[config.mk]
export PLATFORM = sky130hd
export DESIGN_NAME = camera_frame_to_polar_targets_top
export DESIGN_NICKNAME = d
export VERILOG_FILES = /design/src/design/cfpt_pkg.sv /design/src/design/camera_frame_to_polar_targets_top.sv /design/src/design/cfpt_ctrl.sv /design/src/design/cfpt_dp.sv
export SDC_FILE = /design/constraint.sdc
export NUM_CORES = 2
export LEC_CHECK = 0
export ABC_AREA = 1
export BUFFER_PORTS_ARGS = -buffer_cell sky130_fd_sc_hd__buf_2
export CAP_MARGIN = 25
export CORE_ASPECT_RATIO = 0.6
export CORE_MARGIN = 2
export CORE_UTILIZATION = 47
export DETAILED_ROUTE_END_ITERATION = 10
export PLACE_DENSITY = 0.66
export SYNTH_ARGS = -nofsm -noshare
export SYNTH_HDL_FRONTEND = slang
export SYNTH_SLANG_ARGS = --single-unit
[constraint.sdc]
create_clock -name clk -period 9.94 [get_ports clk]
set_input_delay 0.497 -clock clk [delete_from_list [all_inputs] [get_ports clk]]
set_output_delay 0.497 -clock clk [all_outputs]
set_load 0.02 [all_outputs]
[src/design/cfpt_pkg.sv]
`default_nettype none
package cfpt_pkg;
  localparam int FrameBytes = 7;
  localparam logic [7:0] Marker = 8'd2;
  localparam logic [7:0] Invalid = 8'd255;
  localparam int AtanEntries = 24;
  localparam logic [25:0] FullTurn = 26'd23592960;
  localparam logic [25:0] HalfTurn = 26'd11796480;
  localparam logic [15:0] ZeroBearing = 16'd9000;

  typedef enum logic [2:0] {
    ST_IDLE, ST_LOAD, ST_CORDIC, ST_ROUND, ST_NEXT, ST_DONE
  } cfpt_state_t;

  typedef struct packed {
    logic load;
    logic sel_second;
    logic step;
    logic round;
    logic store_first;
  } cfpt_cmd_t;

  typedef struct packed {
    logic last_step;
  } cfpt_stat_t;

  function automatic logic [22:0] atan_entry(input logic [4:0] i);
    logic [22:0] r;
    begin
      case (i)
        5'd0: r = 23'd2949120;  5'd1: r = 23'd1740967;
        5'd2: r = 23'd919879;   5'd3: r = 23'd466945;
        5'd4: r = 23'd234379;   5'd5: r = 23'd117304;
        5'd6: r = 23'd58666;    5'd7: r = 23'd29335;
        5'd8: r = 23'd14668;    5'd9: r = 23'd7334;
        5'd10: r = 23'd3667;    5'd11: r = 23'd1833;
        5'd12: r = 23'd917;     5'd13: r = 23'd458;
        5'd14: r = 23'd229;     5'd15: r = 23'd115;
        5'd16: r = 23'd57;      5'd17: r = 23'd29;
        5'd18: r = 23'd14;      5'd19: r = 23'd7;
        5'd20: r = 23'd4;       5'd21: r = 23'd2;
        5'd22: r = 23'd1;       default: r = 23'd0;
      endcase
      return r;
    end
  endfunction
endpackage
`default_nettype wire

[src/design/camera_frame_to_polar_targets_top.sv]
`default_nettype none
// Per target: load, max(CORDIC_STEPS,17) shared CORDIC/root steps (17-step root is the
// floor), round and turn states; both targets share one CORDIC and one bit-serial root.
// One frame in flight; the next request can be taken in the same cycle that m_tvalid
// rises, and a held result only delays the following result.
// Reset (rst, synchronous): aligned frame cleared to zeros, register to 0.
module camera_frame_to_polar_targets_top
  import cfpt_pkg::*;
#(
  parameter int CORDIC_STEPS = 16
) (
  input  wire logic        clk,
  input  wire logic        rst,
  input  wire logic        s_tvalid,
  output logic             s_tready,
  input  wire logic [55:0] s_tdata, // raw_byte_0..raw_byte_6
  output logic             m_tvalid,
  input  wire logic        m_tready,
  output logic [87:0]      m_tdata, // own v,ang,dist, opp v,ang,dist, lw v,off, rw v,off, mf
  input  wire logic        psel,
  input  wire logic        penable,
  input  wire logic        pwrite,
  input  wire logic [0:0]  paddr,
  input  wire logic [31:0] pwdata,
  output logic [31:0]      prdata,
  output logic             pready
);
  logic yellow;
  logic [7:0] frame [FrameBytes];
  logic [7:0] raw [FrameBytes];
  logic [7:0] rot [FrameBytes];
  logic [2:0] pos;
  logic found, mf;
  cfpt_cmd_t cmd;
  cfpt_stat_t stat;
  logic busy, done, start;
  logic v0, v1;
  logic [15:0] a0, a1, d0, d1;

  assign pready = 1'b1;
  assign prdata = {31'd0, yellow};
  always_ff @(posedge clk) begin
    if (rst) yellow <= 1'b0;
    else if (psel && penable && pwrite && paddr == 1'b0) yellow <= pwdata[0];
  end

  always_comb begin
    found = 1'b0;
    pos = '0;
    for (int i = 0; i < FrameBytes; i++) begin
      raw[i] = s_tdata[8*i +: 8];
      if (raw[i] == Marker) begin
        found = 1'b1;
        pos = 3'(i);
      end
    end
  end

  // Raw frame rotated so the last marker lands in byte 0.
  always_comb begin
    logic [3:0] k;
    for (int j = 0; j < FrameBytes; j++) begin
      k = {1'b0, pos} + 4'(j);
      if (k >= 4'(FrameBytes)) k = k - 4'(FrameBytes);
      rot[j] = raw[k[2:0]];
    end
  end

  // The output register parts the sides: a waiting result does not block a request.
  assign s_tready = !busy;
  assign start = s_tvalid && s_tready;

  // Aligned frame for this request: the rotated raw frame when a marker is
  // present, else the stored one. Held for the whole compute.
  logic [7:0] use_f [FrameBytes];
  always_ff @(posedge clk) begin
    if (rst) begin
      for (int j = 0; j < FrameBytes; j++) frame[j] <= 8'd0;
    end else if (start && found) begin
      for (int j = 0; j < FrameBytes; j++)
        frame[j] <= rot[j];
    end
    if (start) begin
      mf <= found;
      for (int j = 0; j < FrameBytes; j++)
        use_f[j] <= (found) ? rot[j] : frame[j];
    end
  end

  cfpt_ctrl u_ctrl (
    .clk, .rst, .start, .out_free(!m_tvalid), .stat, .cmd, .busy, .done
  );

  cfpt_dp #(.CordicSteps(CORDIC_STEPS)) u_dp (
    .clk, .rst, .cmd, .stat,
    .x0(yellow ? use_f[1] : use_f[3]), .y0(yellow ? use_f[2] : use_f[4]),
    .x1(yellow ? use_f[3] : use_f[1]), .y1(yellow ? use_f[4] : use_f[2]),
    .v0, .ang0(a0), .dist0(d0), .v1, .ang1(a1), .dist1(d1)
  );

  always_ff @(posedge clk) begin
    if (rst) m_tvalid <= 1'b0;
    else if (done) m_tvalid <= 1'b1;
    else if (m_tready) m_tvalid <= 1'b0;
  end
  always_ff @(posedge clk) begin
    if (done) begin
      m_tdata <= {2'd0, mf,
        (use_f[6] == Invalid) ? 8'd0 : use_f[6] - 8'd128, use_f[6] != Invalid,
        (use_f[5] == Invalid) ? 9'd0 : 9'd128 - {1'b0, use_f[5]}, use_f[5] != Invalid,
        d1, a1, v1, d0, a0, v0};
    end
  end

  a_hold: assert property (@(posedge clk) disable iff (rst)
      m_tvalid && !m_tready |=> m_tvalid && $stable(m_tdata))
    else $error("pending result changed");
  a_done: assert property (@(posedge clk) disable iff (rst) done |=> m_tvalid)
    else $error("result lost");
endmodule
`default_nettype wire

[src/design/cfpt_ctrl.sv]
`default_nettype none
module cfpt_ctrl
  import cfpt_pkg::*;
(
  input  wire logic      clk,
  input  wire logic      rst,
  input  wire logic      start,
  input  wire logic      out_free,
  input  var  cfpt_stat_t stat,
  output var  cfpt_cmd_t  cmd,
  output logic           busy,
  output logic           done
);
  cfpt_state_t state, state_next;
  logic second, second_next;

  always_ff @(posedge clk) begin
    if (rst) begin
      state <= ST_IDLE;
      second <= 1'b0;
    end else begin
      state <= state_next;
      second <= second_next;
    end
  end

  always_comb begin
    state_next = state;
    second_next = second;
    cmd = '0;
    cmd.sel_second = second;
    busy = 1'b1;
    done = 1'b0;
    unique case (state)
      ST_IDLE: begin
        busy = 1'b0;
        if (start) begin
          state_next = ST_LOAD;
          second_next = 1'b0;
        end
      end
      ST_LOAD: begin
        cmd.load = 1'b1;
        state_next = ST_CORDIC;
      end
      ST_CORDIC: begin
        cmd.step = 1'b1;
        if (stat.last_step) state_next = ST_ROUND;
      end
      ST_ROUND: begin
        cmd.round = 1'b1;
        cmd.store_first = !second;
        state_next = ST_NEXT;
      end
      ST_NEXT: begin
        if (second) state_next = ST_DONE;
        else begin
          second_next = 1'b1;
          state_next = ST_LOAD;
        end
      end
      ST_DONE: begin
        if (out_free) begin
          done = 1'b1;
          state_next = ST_IDLE;
        end
      end
      default: state_next = ST_IDLE;
    endcase
  end
endmodule
`default_nettype wire

[src/design/cfpt_dp.sv]
`default_nettype none
module cfpt_dp
  import cfpt_pkg::*;
#(
  parameter int CordicSteps = 16
) (
  input  wire logic       clk,
  input  wire logic       rst,
  input  var  cfpt_cmd_t  cmd,
  output var  cfpt_stat_t stat,
  input  wire logic [7:0] x0,
  input  wire logic [7:0] y0,
  input  wire logic [7:0] x1,
  input  wire logic [7:0] y1,
  output logic            v0,
  output logic [15:0]     ang0,
  output logic [15:0]     dist0,
  output logic            v1,
  output logic [15:0]     ang1,
  output logic [15:0]     dist1
);
  localparam int CW = 24;
  localparam int IW = $clog2(CordicSteps + 1);
  logic signed [CW-1:0] u, v;
  logic signed [27:0] z;
  logic [IW-1:0] it;
  logic [16:0] rad;
  logic zero, inval;
  logic [7:0] x, y;
  logic signed [8:0] dx, dy;
  logic signed [CW-1:0] us, vs;
  logic [22:0] at;
  logic signed [28:0] zw;
  logic [27:0] t;
  logic [34:0] hp;
  logic [15:0] h;
  logic [16:0] dr;

  assign x = cmd.sel_second ? x1 : x0;
  assign y = cmd.sel_second ? y1 : y0;
  assign dx = $signed({1'b0, x}) - 9'sd128;
  assign dy = 9'sd128 - $signed({1'b0, y});
  assign us = u >>> it;
  assign vs = v >>> it;
  assign at = atan_entry(5'(it));

  always_ff @(posedge clk) begin
    if (cmd.load) begin
      inval <= (x == Invalid) || (y == Invalid);
      zero <= (dx == 0) && (dy == 0);
      it <= '0;
      if (dy < 0) begin
        u <= -(CW'(dy) <<< 12);
        v <= -(CW'(dx) <<< 12);
        z <= 28'(HalfTurn);
      end else begin
        u <= CW'(dy) <<< 12;
        v <= CW'(dx) <<< 12;
        z <= '0;
      end
      rad <= 17'(dx * dx) + 17'(dy * dy);
    end else if (cmd.step && it != IW'(CordicSteps)) begin
      it <= it + 1'b1;
      if (v >= 0) begin
        u <= u + vs; v <= v - us; z <= z + $signed({5'd0, at});
      end else begin
        u <= u - vs; v <= v + us; z <= z - $signed({5'd0, at});
      end
    end
  end

  // square root of rad<<16 (34 bits -> 17 result bits), 17 steps alongside the cordic
  logic [4:0] sq_i;
  logic [35:0] sq_rem;
  logic [16:0] sq_r;
  logic [35:0] sq_t;
  logic [33:0] sq_n;
  logic [1:0] pair;
  assign sq_n = {1'b0, rad, 16'd0};
  // step phase ends once both the cordic and the root have reached or passed their last step
  assign stat.last_step = (it >= IW'(CordicSteps - 1)) && (sq_i == 5'd0 || sq_i == 5'h1f);
  always_comb begin
    pair = (sq_i <= 5'd16) ? sq_n[{sq_i, 1'b1} -: 2] : 2'b00;
    sq_t = {sq_rem[33:0], pair};
  end
  always_ff @(posedge clk) begin
    if (cmd.load) begin
      sq_i <= 5'd16;
      sq_rem <= '0;
      sq_r <= '0;
    end else if (cmd.step) begin
      if (sq_i != 5'h1f) begin
        sq_i <= sq_i - 1'b1;
        if (sq_t >= {17'd0, sq_r, 2'b01}) begin
          sq_rem <= sq_t - {17'd0, sq_r, 2'b01};
          sq_r <= {sq_r[15:0], 1'b1};
        end else begin
          sq_rem <= sq_t;
          sq_r <= {sq_r[15:0], 1'b0};
        end
      end
    end
  end

  always_comb begin
    zw = {z[27], z};
    if (zw < 0) zw = zw + $signed({3'd0, FullTurn});
    if (zw >= $signed({3'd0, FullTurn})) zw = zw - $signed({3'd0, FullTurn});
    t = 28'(zw);
    hp = 35'(t) * 35'd100 + 35'd32768;
    h = 16'(hp >> 16);
    if (h >= 16'd36000) h = h - 16'd36000;
    if (zero) h = ZeroBearing;
    dr = (sq_rem[35:0] > {19'd0, sq_r}) ? sq_r + 1'b1 : sq_r;
  end

  always_ff @(posedge clk) begin
    if (rst) begin
      v0 <= 1'b0; v1 <= 1'b0;
    end else if (cmd.round) begin
      if (cmd.store_first) begin
        v0 <= !inval;
        ang0 <= inval ? 16'd0 : h;
        dist0 <= inval ? 16'd0 : dr[15:0];
      end else begin
        v1 <= !inval;
        ang1 <= inval ? 16'd0 : h;
        dist1 <= inval ? 16'd0 : dr[15:0];
      end
    end
  end
endmodule
`default_nettype wire

==> Word level (Yosys, flattened, before mapping) <==
Memories as Yosys holds them, arrays and structs flattened. A register that Yosys moved wholly into a read port is not among the register bits.
Cells that the tools add are included.
Widths: inputs -> output; s select.
{ "totals": {"input_bits": 96, "out_inout_bits": 123, "ram_bits": 112, "elab_cells": 263, "mem_bits_ro": 704, "regBits": 317, "mem_count": 3} }
{ "mem_list": {"columns": ["name", "words", "width", "rd", "rd_ports_with_merged_regs", "wr", "line_no", "source"], "rows": [
  ["(no name shown)", 32, 22, 1, 1, 0, "cfpt_pkg.sv:30", "case (i)"],
  ["frame", 7, 8, 7, 0, 7, "camera_frame_to_polar_targets_top.sv:29", "logic [7:0] frame [FrameBytes];"],
  ["use_f", 7, 8, 6, 0, 7, "camera_frame_to_polar_targets_top.sv:75", "logic [7:0] use_f [FrameBytes];"]
]} }
{ "op_classes": {"n_reduce_logical": 26, "addsub": 34, "n_eq_ne": 24, "bitwise": 17, "n_shift": 3, "n_mul": 3, "muxes": 106, "n_lt_le_gt_ge": 23} }
{ "ops": {"columns": ["op", "n"], "rows": [
  ["$mux 8", 34],
  ["$mux 24", 9],
  ["$bmux 8 s3", 7],
  ["$mux 28", 4],
  ["$mux 16", 5],
  ["$logic_not 32->1", 2],
  ["$eq 8x2->1 const B", 7],
  ["$add 24x24->24", 2],
  ["$mux 3", 16],
  ["$neg 21->24", 2],
  ["$sshr 24x5->24", 2],
  ["$sub 24x24->24", 2],
  ["$ge 36x19->1", 1],
  ["$gt 36x17->1", 1],
  ["$mux 36", 1],
  ["$sub 36x19->36", 1],
  ["$shiftx 35x7->2", 1],
  ["$mul 9x9->17", 2],
  ["$add 32x16->32 const B", 1],
  ["$eq 8x8->1 const B", 4],
  ["$mul 28x5->30 const B", 1],
  ["$add 28x26->29 const B", 1],
  ["$ge 29x26->1 const B", 1],
  ["$mux 29", 1],
  ["other kinds (48)", 128]
]} }

==> Logic depth before layout (Yosys ltp) <==
{ "depth": {"ltp_word": 15, "mapped_depth": 43, "ltp_nobuf": 43} }

==> Hierarchy <==
Synthesis repeated with hierarchy kept, for this count alone.
{ "unflattened": {"hier_cells": 5589, "hier_area_um2": 41095.7} }
{ "modules_own_cells": {"columns": ["mod", "cells_per_inst", "n_inst", "area_each_um2"], "rows": [
  ["cfpt_dp", 4038, 1, 28870.2],
  ["camera_frame_to_polar_targets_top", 1514, 1, 11985.2],
  ["cfpt_ctrl", 37, 1, 240.2]
]} }

==> Worst setup path before layout <==
No wires, ideal clock.
{ "synth_timing": {"path_kind": "register to register", "start": "register u_ctrl.state[2]", "end": "register m_tdata[0] (enable)", "t_required_ps": 9195, "setup_slack_ps": 421, "setup_ps": 745, "stages_incl_launch_ff": 4, "period_less_slack_ps": 9519, "t_arrival_ps": 8774, "path_cell_list": "dfxtp_1 -> clkbuf_1 -> inv_1 -> nor4_1"} }
{ "synth_via": {"elab_chain_len": 2} }
{ "synth_lines": {"columns": ["item", "line_no", "source"], "rows": [
  ["start, declared", "cfpt_ctrl.sv:14", "cfpt_state_t state, state_next;"],
  ["start signal, assigned", "cfpt_ctrl.sv:22", "state <= state_next;"],
  ["$eq 3x3->1", "cfpt_ctrl.sv:34", "unique case (state)"],
  ["$mux 1", "cfpt_ctrl.sv:34", null],
  ["named net done", "camera_frame_to_polar_targets_top.sv:36", "logic busy, done, start;"],
  ["end signal, assigned", "camera_frame_to_polar_targets_top.sv:108", "m_tdata <= {2'd0, mf,"],
  ["end, declared", "camera_frame_to_polar_targets_top.sv:19", "output logic [87:0] m_tdata,"]
]} }
The timed path passes the listed nets, and every way through them passes these cells.
A chain may end at the register's enable or synchronous reset.

==> Worst setup path in the final report <==
{ "layout_timing": {"start": "register u_ctrl.second", "end": "register u_dp.rad[15] (data pin)"} }
{ "layout_via": {"elab_chain_len": 4, "elab_cells_between_ends": 7} }
{ "layout_lines": {"columns": ["item", "line_no", "source"], "rows": [
  ["start, declared", "cfpt_ctrl.sv:15", "logic second, second_next;"],
  ["start signal, assigned", "cfpt_ctrl.sv:23", "second <= second_next;"],
  ["$mux 8 (on tied branches)", "cfpt_dp.sv:39, cfpt_dp.sv:40", null],
  ["$sub 8x8->9 (on tied branches)", "cfpt_dp.sv:41, cfpt_dp.sv:42", null],
  ["$mul 9x9->17", "cfpt_dp.sv:61", "rad <= 17'(dx * dx) + 17'(dy * dy);"],
  ["$add 17x17->17 *", "cfpt_dp.sv:61", null],
  ["end signal, assigned", "cfpt_dp.sv:61", null],
  ["end, declared", "cfpt_dp.sv:27", "logic [16:0] rad;"]
]} }
Every way passes the cells marked *; elsewhere a longest branch is shown, timed or not.

==> out/metrics.csv <==
stage,metric,value,unit
run_status,status,"finished, final reports clean",
routing,DRC Markers,0,
sta,"Slew Viols, Final",0,
synthesis,Synth Area in XOR/XNOR,0.0357,
cells_and_area,fraction of layout cells with a size suffix above 1,0.0847,
routing,DR pass1 iterations,7,
clocking,Num Clock Sinks,435,
synthesis,ys flop type,edfxtp_1,
clocking,total CTS buffers,45,
grt,GRT met2 Usage,0.329,
placement,RePlAce Congestion,1.01,
synthesis,synth warn,0,
synthesis,Synth Area in Simple Gates,0.214,
sta,worst slew pin tran,1.03,ns
critical_path,CP max stage cell,dfxtp_1,
sta,clock skew,0.0513,ns
cells_and_area,Layout area overhead,8.15,%
cells_and_area,"most common cell after layout, fill and taps aside",nand2_1,
sta,TNS Setup,0,ns
grt,routing usage on met1,0.438,
sta,relative slew slack,0.306,
clocking,Worst-path clk slew,0.07,ns
synthesis,Cell variety after synth,67,
routing,Routed WL,114,mm
grt,GR Overflow Total,0,
routing,drt via density,5.54,
cells_and_area,fin util,0.516,
grt,first-pass GRT wire length,178,mm
synthesis,Adder-Cell Fraction of Synth Area,0.170,
critical_path,CP startpoint kind,flop,
grt,antenna violations before repair,2,
synthesis,ys async rst share,0,
routing,via count,35021,
floorplan,io pins,219,
floorplan,Cell Rows,81,
critical_path,Slowest Stage Delay on Critical Path,0.57,ns
placement,Port Buffers,153,
grt,GR Layer Usage met3,0.0647,
clocking,# resized after CTS,0,
min_path,hold crit path type,input pin to flop,
sta,period utilization,0.890,
critical_path,Reg2Reg Setup Slack,1.10,ns
grt,Most Crowded Layer GR,met1,
cells_and_area,nets,5740,
floorplan,Initial Utilization,0.477,
synthesis,"FF+latch count, synth",435,
clocking,post-CTS setup buffers,0,
synthesis,mux cell area share after synthesis,0.00307,
clocking,CTS max path bufs,3,
grt,GR Util All Layers,0.262,
critical_path,Setup CP Type,flop to flop,
cells_and_area,most frequent cells in the layout,"nand2_1 (991), inv_1 (785), nor2_1 (472)",
synthesis,Post-Syn Area,39100,sq um
sta,hold slack final,0.172,ns
synthesis,Post-synth EDFFs,342,
sta,Final Hold Viols,0,
synthesis,compound-cell area share of the yosys netlist,0.163,
routing,Iteration-0 DRC Markers,4246,
clocking,CTS tree,done,
sta,Period minus WS final,8.84,ns
clocking,worst skew pair latency,0.64,ns
cells_and_area,Final Non-Filler Cells,6322,
clocking,hold buffers post-CTS,0,
cells_and_area,Antenna Cells,0,
floorplan,core area,82000,sq um
grt,largest net degree at the start of global routing,80,
floorplan,die height,228,microns
grt,vias in the first global route,31368,
min_path,hold depth,3,
floorplan,die footprint,85700,sq um
sta,# setup viols final,0,
sta,RSZ-0062 raised after global routing,false,
clocking,cell chosen for the clock root,clkbuf_16,
cells_and_area,register area,12100,sq um
synthesis,"Seq/Total Area, Yosys",0.310,
critical_path,Critical Path AT,9.19,ns
critical_path,CP endpoint kind,flop,
synthesis,"Avg Cell Area, Syn",7.64,sq um
clocking,H-tree depth,2,
critical_path,CP max FO,17,
critical_path,Worst Path Required,10.29,ns
synthesis,largest family of logic cells by synthesized area,simple AND/OR/NAND/NOR gates,
placement,DP Wirelength,89.2,mm
routing,wire per inst,18.1,microns
sta,Max Clock Freq,0.113,GHz
routing,Routed Antenna Nets,0,
placement,placed instance count,6238,
flow_run,Max-cap violations,0,
cells_and_area,FILL cells,7923,
synthesis,Syn Inst Count,5124,
critical_path,R2R cell count,36,
cells_and_area,Multi-input gate area,23100,sq um
floorplan,die width,377,microns
cell usage after synthesis, types with 63 or more instances:
cell type  number  area [sq um]
inv_1         785          2950
o21ai_0       453          2270
ha_1          281          3520
nand2_1       993          3730
xor2_1         92           806
o21ai_1        69           345
edfxtp_1      342         10300
clkbuf_1       89           334
o211ai_1       90           676
nor2_1        475          1780
nor3_1         63           315
fa_1          156          3120
nand3_1       192           961
dfxtp_1        93          1860
a21oi_1       318          1590
final timing paths:
kind                       from           end
setup reg to reg  u_ctrl.second  u_dp.rad[15]
setup / recovery  u_ctrl.second  u_dp.rad[15]
hold / removal        pwdata[0]        yellow
hold reg to reg    u_dp.ang0[7]    m_tdata[8]
cell type report:
cell class	instances	share of cell area
clock buffers	54	0.0301
clock inverters	29	0.00644
inverters	821	0.0729
multi-input cells	3712	0.546
flip-flops and latches	435	0.287
well taps	1079	0.0319
repair buffers	192	0.0258
cell families after synthesis:
logic type / Yosys count
compound gates: 1126
xor+xnor: 155
fa+ha+maj: 437
buf+inv: 1009
flops: 435
mux: 12
other cells: 2
simple gates: 1948
per-stage QoR:
step                      instance area (sq um)  setup slack, ns
after CTS                                 42300             1.09
after global placement                    40700             1.32
final                                     42300             1.10
after global routing                      42300            0.508
after detailed placement                  40800             1.15
after floorplan                           39300            0.421
worst max-delay path, delay by kind of cell (launching register included):
family | cells | cell delay [ns]
compound gates | 7 | 1.06
xor+xnor | 3 | 0.77
fa+ha+maj | 8 | 4.05
buf+inv | 8 | 0.91
flops | 1 | 0.57
simple gates | 10 | 1.19
routing by layer:
layer	part of all wire	vias up
met4	0.013	6
li1	-	17145
met1	0.51	16246
met2	0.36	1503
met3	0.11	121
met5	0.00060	-
state kept, by name, summed over array words and instances, names as in the netlist, 3 cells and up:
name,flops
u_dp.sq_rem,36
u_dp.ang0,16
u_dp.ang1,16
u_dp.u,24
u_dp.dist1,16
u_ctrl.state,3
u_dp.at,22
frame,48
u_dp.it,5
u_dp.dist0,16
u_dp.z,28
u_dp.v,24
u_dp.sq_i,5
m_tdata,86
use_f,48
u_dp.rad,17
u_dp.sq_r,17
Power is left out: the tool's default activity adds up to more than one toggle a clock period on the data nets, which glitch-free logic cannot reach.
